$ cat src/rtl/btl_pkg.sv
// Shared types and constants for the battery and thermal level limiter.
// Used by btl_regs and battery_thermal_level_limiter_unit; depends on nothing.
`default_nettype none

package btl_pkg;

  // Brightness levels in percent.
  localparam logic [6:0] LEVEL_MAX = 7'd100;
  localparam logic [6:0] LEVEL_MIN = 7'd10;
  localparam logic [6:0] LEVEL_OFF = 7'd0;

  // Minimum-voltage filter.
  localparam logic [3:0] SETTLE_COUNT = 4'd11;
  localparam logic [3:0] RUN_SAT      = 4'd15;
  localparam logic [9:0] VOLT_FULL    = 10'd1023;

  // Temperature conversion.
  localparam logic signed [20:0] ROUND_HALF = 21'sd128;
  localparam logic signed [12:0] KELVIN_OFS = 13'sd273;

  // Register map, word index on the configuration port.
  localparam int unsigned REG_COUNT = 8;
  localparam int unsigned REG_IDX_W = 3;
  localparam int unsigned PADDR_W   = REG_IDX_W + 2;

  typedef enum logic [REG_IDX_W-1:0] {
    REG_VOLT_OFF       = 3'd0,
    REG_VOLT_LOW       = 3'd1,
    REG_VOLT_HALF      = 3'd2,
    REG_TEMP_HIGH      = 3'd3,
    REG_TEMP_LOW       = 3'd4,
    REG_TEMP_OFFSET    = 3'd5,
    REG_TEMP_GAIN      = 3'd6,
    REG_LEVEL_OVERTEMP = 3'd7
  } reg_idx_e;

  // Battery classification codes as they appear on the result.
  typedef enum logic [1:0] {
    BATT_OK    = 2'd0,
    BATT_HALF  = 2'd1,
    BATT_LOW   = 2'd2,
    BATT_EMPTY = 2'd3
  } batt_state_e;

  // Configuration register set.
  typedef struct packed {
    logic        [9:0]  volt_off;
    logic        [9:0]  volt_low;
    logic        [9:0]  volt_half;
    logic signed [10:0] temp_high;
    logic signed [10:0] temp_low;
    logic signed [7:0]  temp_offset;
    logic        [7:0]  temp_gain;
    logic        [6:0]  level_overtemp;
  } cfg_t;

  localparam cfg_t CFG_RESET = '{
    volt_off:       10'd600,
    volt_low:       10'd700,
    volt_half:      10'd800,
    temp_high:      11'sd70,
    temp_low:       11'sd60,
    temp_offset:    8'sd0,
    temp_gain:      8'd128,
    level_overtemp: 7'd30
  };

endpackage

`default_nettype wire

$ cat src/rtl/battery_thermal_level_limiter_unit.sv
// Battery and thermal brightness limiter, top level.
// Depends on btl_pkg and instantiates btl_regs.
//
// Usage: each input item carries a battery voltage code, a raw temperature
// sensor code, the requested brightness and a restart flag. Each item yields
// exactly one result item: the granted brightness, the battery class, the
// overtemperature flag, the filtered minimum voltage and the temperature.
// Both channels use valid/stall; an item moves on a rising edge with valid
// high and stall low. An accepted item waits in the input register and moves
// into the result register on an edge where that register is empty or its
// item is taken. Throughput is one item per cycle while the receiver does not
// stall; compare, one 12x9 multiply and state update form a single combinational
// pass between the two registers. When the receiver stalls, the result is held
// and one more item is still taken into the input register; the input stalls
// only once both are full. Reset clears both valid bits, sets the held minimum
// to full scale, clears the run counter and the overtemperature flag, and loads
// register defaults. The user must write registers over the APB-style port only
// while no item is in flight; the block does not enforce this.
`default_nettype none

module battery_thermal_level_limiter_unit (
  input  wire logic                         clk_i,
  input  wire logic                         rst_ni,
  // Configuration port
  input  wire logic                         psel,
  input  wire logic                         penable,
  input  wire logic                         pwrite,
  input  wire logic [btl_pkg::PADDR_W-1:0]  paddr,
  input  wire logic [31:0]                  pwdata,
  output logic      [31:0]                  prdata,
  output logic                              pready,
  // Input channel
  input  wire logic                         in_valid_i,
  output logic                              in_stall_o,
  input  wire logic [9:0]                   volt_code_i,
  input  wire logic [9:0]                   temp_code_i,
  input  wire logic [6:0]                   requested_level_i,
  input  wire logic                         restart_i,
  // Result channel
  output logic                              out_valid_o,
  input  wire logic                         out_stall_i,
  output logic      [6:0]                   granted_level_o,
  output logic      [1:0]                   battery_state_o,
  output logic                              over_temp_o,
  output logic      [9:0]                   min_volt_o,
  output logic signed [10:0]                temp_celsius_o
);

  btl_pkg::cfg_t cfg;

  btl_regs u_regs (
    .clk_i   (clk_i),
    .rst_ni  (rst_ni),
    .psel    (psel),
    .penable (penable),
    .pwrite  (pwrite),
    .paddr   (paddr),
    .pwdata  (pwdata),
    .prdata  (prdata),
    .pready  (pready),
    .cfg_o   (cfg)
  );

  // Pipeline control.
  logic s1_valid_q, s1_valid_d;
  logic out_valid_q, out_valid_d;
  logic out_take;
  logic s1_take;
  logic fire;

  assign out_take   = !out_valid_q || !out_stall_i;
  assign fire       = s1_valid_q && out_take;
  assign in_stall_o = s1_valid_q && out_valid_q && out_stall_i;
  assign s1_take    = in_valid_i && !in_stall_o;

  always_comb begin
    s1_valid_d = s1_valid_q;
    if (s1_take) begin
      s1_valid_d = 1'b1;
    end else if (fire) begin
      s1_valid_d = 1'b0;
    end
    out_valid_d = out_valid_q;
    if (out_take) begin
      out_valid_d = s1_valid_q;
    end
  end

  always_ff @(posedge clk_i or negedge rst_ni) begin
    if (!rst_ni) begin
      s1_valid_q  <= 1'b0;
      out_valid_q <= 1'b0;
    end else begin
      s1_valid_q  <= s1_valid_d;
      out_valid_q <= out_valid_d;
    end
  end

  // Input register.
  logic [9:0] volt_q;
  logic [9:0] raw_q;
  logic [6:0] req_q;
  logic       restart_q;

  always_ff @(posedge clk_i) begin
    if (s1_take) begin
      volt_q    <= volt_code_i;
      raw_q     <= temp_code_i;
      req_q     <= requested_level_i;
      restart_q <= restart_i;
    end
  end

  // Filter and hysteresis state.
  logic [9:0] held_q, held_d;
  logic [3:0] run_q, run_d;
  logic       hot_q, hot_d;

  // Minimum-voltage filter: a lower reading is taken only after a settled run.
  logic [9:0] held_base;
  always_comb begin
    held_base = restart_q ? btl_pkg::VOLT_FULL : held_q;
    held_d    = held_base;
    run_d     = run_q;
    if (volt_q < held_base) begin
      if (run_q >= btl_pkg::SETTLE_COUNT) begin
        held_d = volt_q;
      end
      if (run_q < btl_pkg::RUN_SAT) begin
        run_d = run_q + 4'd1;
      end
    end else begin
      run_d = '0;
    end
  end

  // Temperature: ((raw - offset) * gain + 128) >>> 8, minus 273.
  logic signed [11:0] diff;
  logic signed [20:0] prod;
  logic signed [20:0] rounded;
  logic signed [12:0] kelvin;
  logic signed [12:0] celsius_w;
  logic signed [10:0] celsius;

  assign diff      = $signed({2'b00, raw_q})
                   - $signed({{4{cfg.temp_offset[7]}}, cfg.temp_offset});
  assign prod      = diff * $signed({1'b0, cfg.temp_gain});
  assign rounded   = prod + btl_pkg::ROUND_HALF;
  assign kelvin    = rounded[20:8];
  assign celsius_w = kelvin - btl_pkg::KELVIN_OFS;
  assign celsius   = celsius_w[10:0];

  // Overtemperature flag with hysteresis.
  always_comb begin
    hot_d = hot_q;
    if (hot_q) begin
      if (celsius < cfg.temp_low) begin
        hot_d = 1'b0;
      end
    end else if (celsius > cfg.temp_high) begin
      hot_d = 1'b1;
    end
  end

  // Battery class, allowed level, thermal cap and the granted level.
  btl_pkg::batt_state_e state;
  logic [6:0]           allowed_base;
  logic [6:0]           allowed;
  logic [6:0]           granted;

  always_comb begin
    priority if (held_d < cfg.volt_off) begin
      state        = btl_pkg::BATT_EMPTY;
      allowed_base = btl_pkg::LEVEL_OFF;
    end else if (held_d < cfg.volt_low) begin
      state        = btl_pkg::BATT_LOW;
      allowed_base = btl_pkg::LEVEL_MIN;
    end else if (held_d < cfg.volt_half) begin
      state        = btl_pkg::BATT_HALF;
      allowed_base = btl_pkg::LEVEL_MAX;
    end else begin
      state        = btl_pkg::BATT_OK;
      allowed_base = btl_pkg::LEVEL_MAX;
    end
    allowed = (hot_d && (allowed_base > cfg.level_overtemp)) ? cfg.level_overtemp
                                                              : allowed_base;
    granted = (req_q < allowed) ? req_q : allowed;
  end

  // State advances as each item passes into the result register.
  always_ff @(posedge clk_i or negedge rst_ni) begin
    if (!rst_ni) begin
      held_q <= btl_pkg::VOLT_FULL;
      run_q  <= '0;
      hot_q  <= 1'b0;
    end else if (fire) begin
      held_q <= held_d;
      run_q  <= run_d;
      hot_q  <= hot_d;
    end
  end

  // Result register.
  logic [6:0]         granted_q;
  logic [1:0]         state_q;
  logic               over_temp_q;
  logic [9:0]         min_volt_q;
  logic signed [10:0] temp_q;

  always_ff @(posedge clk_i) begin
    if (fire) begin
      granted_q   <= granted;
      state_q     <= state;
      over_temp_q <= hot_d;
      min_volt_q  <= held_d;
      temp_q      <= celsius;
    end
  end

  assign out_valid_o     = out_valid_q;
  assign granted_level_o = granted_q;
  assign battery_state_o = state_q;
  assign over_temp_o     = over_temp_q;
  assign min_volt_o      = min_volt_q;
  assign temp_celsius_o  = temp_q;

`ifndef SYNTHESIS
  // The input side only stalls when both stages hold an item.
  a_stall_full: assert property (@(posedge clk_i) disable iff (!rst_ni)
    in_stall_o |-> (s1_valid_q && out_valid_q))
    else $error("input stalled while a stage was free");

  // Without a restart the held minimum never rises.
  a_min_no_rise: assert property (@(posedge clk_i) disable iff (!rst_ni)
    (fire && !restart_q) |=> (held_q <= $past(held_q)))
    else $error("held minimum rose without restart");

  // State changes only when an item passes through.
  a_state_on_fire: assert property (@(posedge clk_i) disable iff (!rst_ni)
    !fire |=> ($stable(hot_q) && $stable(run_q) && $stable(held_q)))
    else $error("filter state changed without an item");

  // An empty battery grants nothing.
  a_empty_off: assert property (@(posedge clk_i) disable iff (!rst_ni)
    (out_valid_o && (battery_state_o == btl_pkg::BATT_EMPTY))
      |-> (granted_level_o == btl_pkg::LEVEL_OFF))
    else $error("level granted with empty battery");
`endif

endmodule

`default_nettype wire

$ cat src/rtl/btl_regs.sv
// Configuration register file with an APB-style access port.
// Depends on btl_pkg for the register map, the register struct and reset values.
`default_nettype none

module btl_regs (
  input  wire logic                         clk_i,
  input  wire logic                         rst_ni,
  input  wire logic                         psel,
  input  wire logic                         penable,
  input  wire logic                         pwrite,
  input  wire logic [btl_pkg::PADDR_W-1:0]  paddr,
  input  wire logic [31:0]                  pwdata,
  output logic      [31:0]                  prdata,
  output logic                              pready,
  output btl_pkg::cfg_t                     cfg_o
);

  btl_pkg::cfg_t    cfg_q;
  btl_pkg::reg_idx_e idx;
  logic             wr_en;

  assign pready = 1'b1;
  assign idx    = btl_pkg::reg_idx_e'(paddr[btl_pkg::PADDR_W-1:2]);
  assign wr_en  = psel && penable && pwrite && pready;
  assign cfg_o  = cfg_q;

  // Register writes complete in the access phase.
  always_ff @(posedge clk_i or negedge rst_ni) begin
    if (!rst_ni) begin
      cfg_q <= btl_pkg::CFG_RESET;
    end else if (wr_en) begin
      unique case (idx)
        btl_pkg::REG_VOLT_OFF:       cfg_q.volt_off       <= pwdata[9:0];
        btl_pkg::REG_VOLT_LOW:       cfg_q.volt_low       <= pwdata[9:0];
        btl_pkg::REG_VOLT_HALF:      cfg_q.volt_half      <= pwdata[9:0];
        btl_pkg::REG_TEMP_HIGH:      cfg_q.temp_high      <= pwdata[10:0];
        btl_pkg::REG_TEMP_LOW:       cfg_q.temp_low       <= pwdata[10:0];
        btl_pkg::REG_TEMP_OFFSET:    cfg_q.temp_offset    <= pwdata[7:0];
        btl_pkg::REG_TEMP_GAIN:      cfg_q.temp_gain      <= pwdata[7:0];
        btl_pkg::REG_LEVEL_OVERTEMP: cfg_q.level_overtemp <= pwdata[6:0];
        default: ;
      endcase
    end
  end

  // Read mux; signed registers read back sign-extended.
  always_comb begin
    prdata = '0;
    unique case (idx)
      btl_pkg::REG_VOLT_OFF:       prdata = {22'd0, cfg_q.volt_off};
      btl_pkg::REG_VOLT_LOW:       prdata = {22'd0, cfg_q.volt_low};
      btl_pkg::REG_VOLT_HALF:      prdata = {22'd0, cfg_q.volt_half};
      btl_pkg::REG_TEMP_HIGH:      prdata = {{21{cfg_q.temp_high[10]}}, cfg_q.temp_high};
      btl_pkg::REG_TEMP_LOW:       prdata = {{21{cfg_q.temp_low[10]}}, cfg_q.temp_low};
      btl_pkg::REG_TEMP_OFFSET:    prdata = {{24{cfg_q.temp_offset[7]}}, cfg_q.temp_offset};
      btl_pkg::REG_TEMP_GAIN:      prdata = {24'd0, cfg_q.temp_gain};
      btl_pkg::REG_LEVEL_OVERTEMP: prdata = {25'd0, cfg_q.level_overtemp};
      default:                     prdata = '0;
    endcase
  end

endmodule

`default_nettype wire

$ cat config.mk
export PLATFORM = sky130hd
export DESIGN_NAME = battery_thermal_level_limiter_unit
export DESIGN_NICKNAME = d
export VERILOG_FILES = /design/src/rtl/btl_pkg.sv /design/src/rtl/battery_thermal_level_limiter_unit.sv /design/src/rtl/btl_regs.sv
export SDC_FILE = /design/constraint.sdc
export NUM_CORES = 1
export LEC_CHECK = 0
export ABC_AREA = 1
export BUFFER_PORTS_ARGS = -buffer_cell sky130_fd_sc_hd__buf_2
export CAP_MARGIN = 25
export CORE_ASPECT_RATIO = 0.7
export CORE_MARGIN = 2
export CORE_UTILIZATION = 55
export CTS_CLUSTER_DIAMETER = 200
export DETAILED_ROUTE_END_ITERATION = 10
export GPL_TIMING_DRIVEN = 0
export HOLD_SLACK_MARGIN = 0.03
export PLACE_DENSITY = 0.76
export SLEW_MARGIN = 5
export SYNTH_ARGS = -nofsm -noshare
export SYNTH_HDL_FRONTEND = slang
export SYNTH_HIERARCHICAL = 1
export SYNTH_SLANG_ARGS = --single-unit
$ cat constraint.sdc
create_clock -name clk_i -period 22 [get_ports clk_i]
set_clock_uncertainty 0.05 [all_clocks]
set_input_delay 3.3 -clock clk_i [delete_from_list [all_inputs] [get_ports clk_i]]
set_output_delay 3.3 -clock clk_i [all_outputs]
set_load 0.01 [all_outputs]
==> qor.csv <==
stage,metric,value,unit
outcome,status,"complete, no violations",
clocking,cts-buffers-inserted,17,
route,drt_first_iter_violations,1056,
route,routed-via-count,10300,
route,antenna_left,0,
route,vias_per_cell,5.503,
synthesis,yosys-top-cells-area,"edfxtp_1 (14%), ha_1 (13%), dfrtp_1 (12%)",
clocking,cts_buffer_depth,2,
worst_setup_path,critical_path_class,flop to flop,
synthesis,syn_area_per_cell,8.556,um^2
timing,setup_viol,0,
floorplanning,die_area,23620,um^2
global_route,grt-ovfl-total,0,
timing,fin_crit,10.20,ns
finish,final_util,63.52,%
finish,register_area,4118,um^2
route,post-route-drc-count,0,
global_route,first_global_vias,9878,
floorplanning,pin_count,138,
worst_setup_path,crit_required,22.14,ns
worst_hold_path,worstHoldPathType,flop to flop,
worst_setup_path,crit_slowest_cell,fa_1,
timing,setup_tns,0,ns
floorplanning,die_x,182.8,um
synthesis,synth_largest_area_cell,edfxtp_1,
placement,globalplace.congestion,0.9649,
finish,fillers,1842,
synthesis,synth-seq-area-share,33.45,%
synthesis,ys_types,56,
synthesis,ys_ff_latch,151,
timing,rsz0062_at_grt,no,
timing,slew_viol_final,0,
worst_setup_path,endpoint_kind,flop,
clocking,cts.clk_slew.worst_paths,0.07,ns
floorplanning,start_util,56.36,%
placement,place_area,13310,um^2
clocking,cts_setup_buffers,0,
clocking,cts_tree,yes,
global_route,grt_pass1_wl,51.16,mm
route,drt_first_pass_iters,7,
synthesis,synth.cell_area,12310,um^2
clocking,cts_resized,0,
timing,max_slew_margin,48.10,%
floorplanning,core_area,21850,um^2
clocking,clk_latency,0.44,ns
worst_setup_path,worstPathMaxFanout,7,
finish,nNetsFinal,1844,
synthesis,syn_inst,1439,
clocking,htree_levels,4,
synthesis,synth-edff-count,59,
placement,portBuffers,112,
placement,dp_hpwl,25.66,mm
global_route,grt_start_max_net_pins,48,
worst_setup_path,crit_arrival,10.33,ns
clocking,hold_buffers,0,
synthesis,synthArstFlopShare,60.93,%
synthesis,yosysWarnings,6,
clocking,cts_root_buf,clkbuf_16,
timing,min_period_over_period,46.36,%
timing,finalHoldViolCount,0,
worst_hold_path,hold_depth,2,
worst_setup_path,start_kind,flop,
finish,area_growth,12.70,%
finish,final_cell_area,13880,um^2
finish,multi_input_area,6855,um^2
timing,worst_slew_pin_slew,0.7704,ns
global_route,antenna_found_initial,2,
worst_setup_path,crit_top_cell,nand2_1,
worst_setup_path,worst-r2r-cell-count,51,
flow_run,cap_violations,0,
timing,max_freq,0.09805,GHz
synthesis,synth-main-ff-cell,edfxtp_1,
synthesis,synth_top_area_share,14.39,%
clocking,cts.sinks,151,
worst_setup_path,max_stage_delay,0.53,ns
finish,drive_above_1_share,18.84,%
synthesis,synth_nets,1709,
floorplanning,num_rows,45,
global_route,grt_usage,28.03,%
floorplanning,die_h,129.2,um
route,post_drt_wl_per_cell,17.14,um
route,finalWirelength,32.07,mm
[layout make-up]
cell class / instances / area share [%]
multi-input combinational: 968 / 49.40
sequential: 151 / 29.68
inverter: 259 / 7.033
timing repair buffer: 116 / 4.635
clock buffer: 18 / 3.165
buffer: 61 / 2.669
tap: 282 / 2.543
clock inverter: 14 / 0.8386
antenna: 2 / 0.03607
[worst max-delay path: cells and delay by family (launching register included)]
family                   cells  cell delay (ns)
AND/OR/NAND/NOR             20             2.10
flip-flops                   1             0.41
buffers and inverters        5             0.56
AO/OA/AOI/OAI               13             2.10
XOR/XNOR                     3             0.67
adder cells (fa/ha/maj)     10             4.04
[placed cells by master (no fill, tap or decap), types with 12 or more instances in the layout]
| cell | instances |
|---|---|
| nand2_2 | 20 |
| o21ai_0 | 60 |
| dfrtp_1 | 57 |
| inv_1 | 248 |
| dfstp_2 | 35 |
| clkbuf_16 | 17 |
| o21ai_1 | 34 |
| nand2_1 | 290 |
| buf_4 | 29 |
| nand4_1 | 53 |
| nor2_1 | 114 |
| xor2_1 | 12 |
| a21oi_1 | 56 |
| nand3_1 | 45 |
| xnor2_1 | 17 |
| edfxtp_1 | 59 |
| buf_2 | 126 |
| fa_1 | 71 |
| ha_1 | 127 |
[layer usage]
metal	wire length, um	GRT usage (%)
met2	12800	39.54
met3	3948	8.094
met4	595	6.494
met5	0	0
met1	14720	42.58
[sequential cells by signal, indices dropped and copies added, names as in the netlist, 2 cells and up]
| name | cells |
|---|---|
| u_regs/cfg_o | 75 |
| raw_q | 10 |
| run_q | 4 |
| granted_level_o | 7 |
| held_q | 10 |
| volt_q | 10 |
| req_q | 7 |
| temp_celsius_o | 11 |
| battery_state_o | 2 |
| min_volt_o | 10 |
[cell usage after synthesis (all sizes together), types with 2 or more instances]
library cell,count
a211oi,4
dfrtp,57
o221a,2
clkbuf,14
edfxtp,59
mux2i,8
o21bai,2
ha,127
nor2,124
o21a,2
a21o,2
nor3,5
o21ai,97
fa,71
dfstp,35
nand4,53
nand2,312
xnor2,20
buf,47
a21oi,57
xor2,14
nand3,53
inv,257
or2,5
clkinv,2
[metrics by stage]
step                hold WS (ns)  cells  worst slack [ns]
CTS                       0.4355   1868             11.53
finish                    0.4350   1871             11.80
floorplan                 0.3840   1439             12.93
detailed placement        0.4245   1836             11.55
global placement          0.4016   1833             11.82
global route              0.4481   1871             11.04
[path summary, 6_finish.rpt]
check,start,end,slack (ns)
worst max-delay path,u_regs/cfg_o[15],granted_level_o[1],11.80
worst min-delay path,held_q[1],held_q[1],0.44
worst max register to register,u_regs/cfg_o[15],granted_level_o[1],11.80
worst min register to register,held_q[1],held_q[1],0.44
max in group asynchronous,rst_ni,u_regs/cfg_o[59],18.34
min in group asynchronous,rst_ni,u_regs/cfg_o[31],2.84
[cells by family (layout without fill, tap and decap cells)]
family,Yosys count,after routing,share of synthesized area (%)
xor gates and xnor gates,34,34,2.724
muxes,8,8,0.6504
other,1,3,0.03046
buffers and inverters,320,468,10.93
DFF,151,151,33.45
and+or+nand+nor,554,554,20.01
AOI/OAI and AO/OA,173,173,7.754
adders and majority gates,198,198,24.45
Power is left out: the tool's default activity adds up to more than one toggle a clock period on the data nets, which glitch-free logic cannot reach.
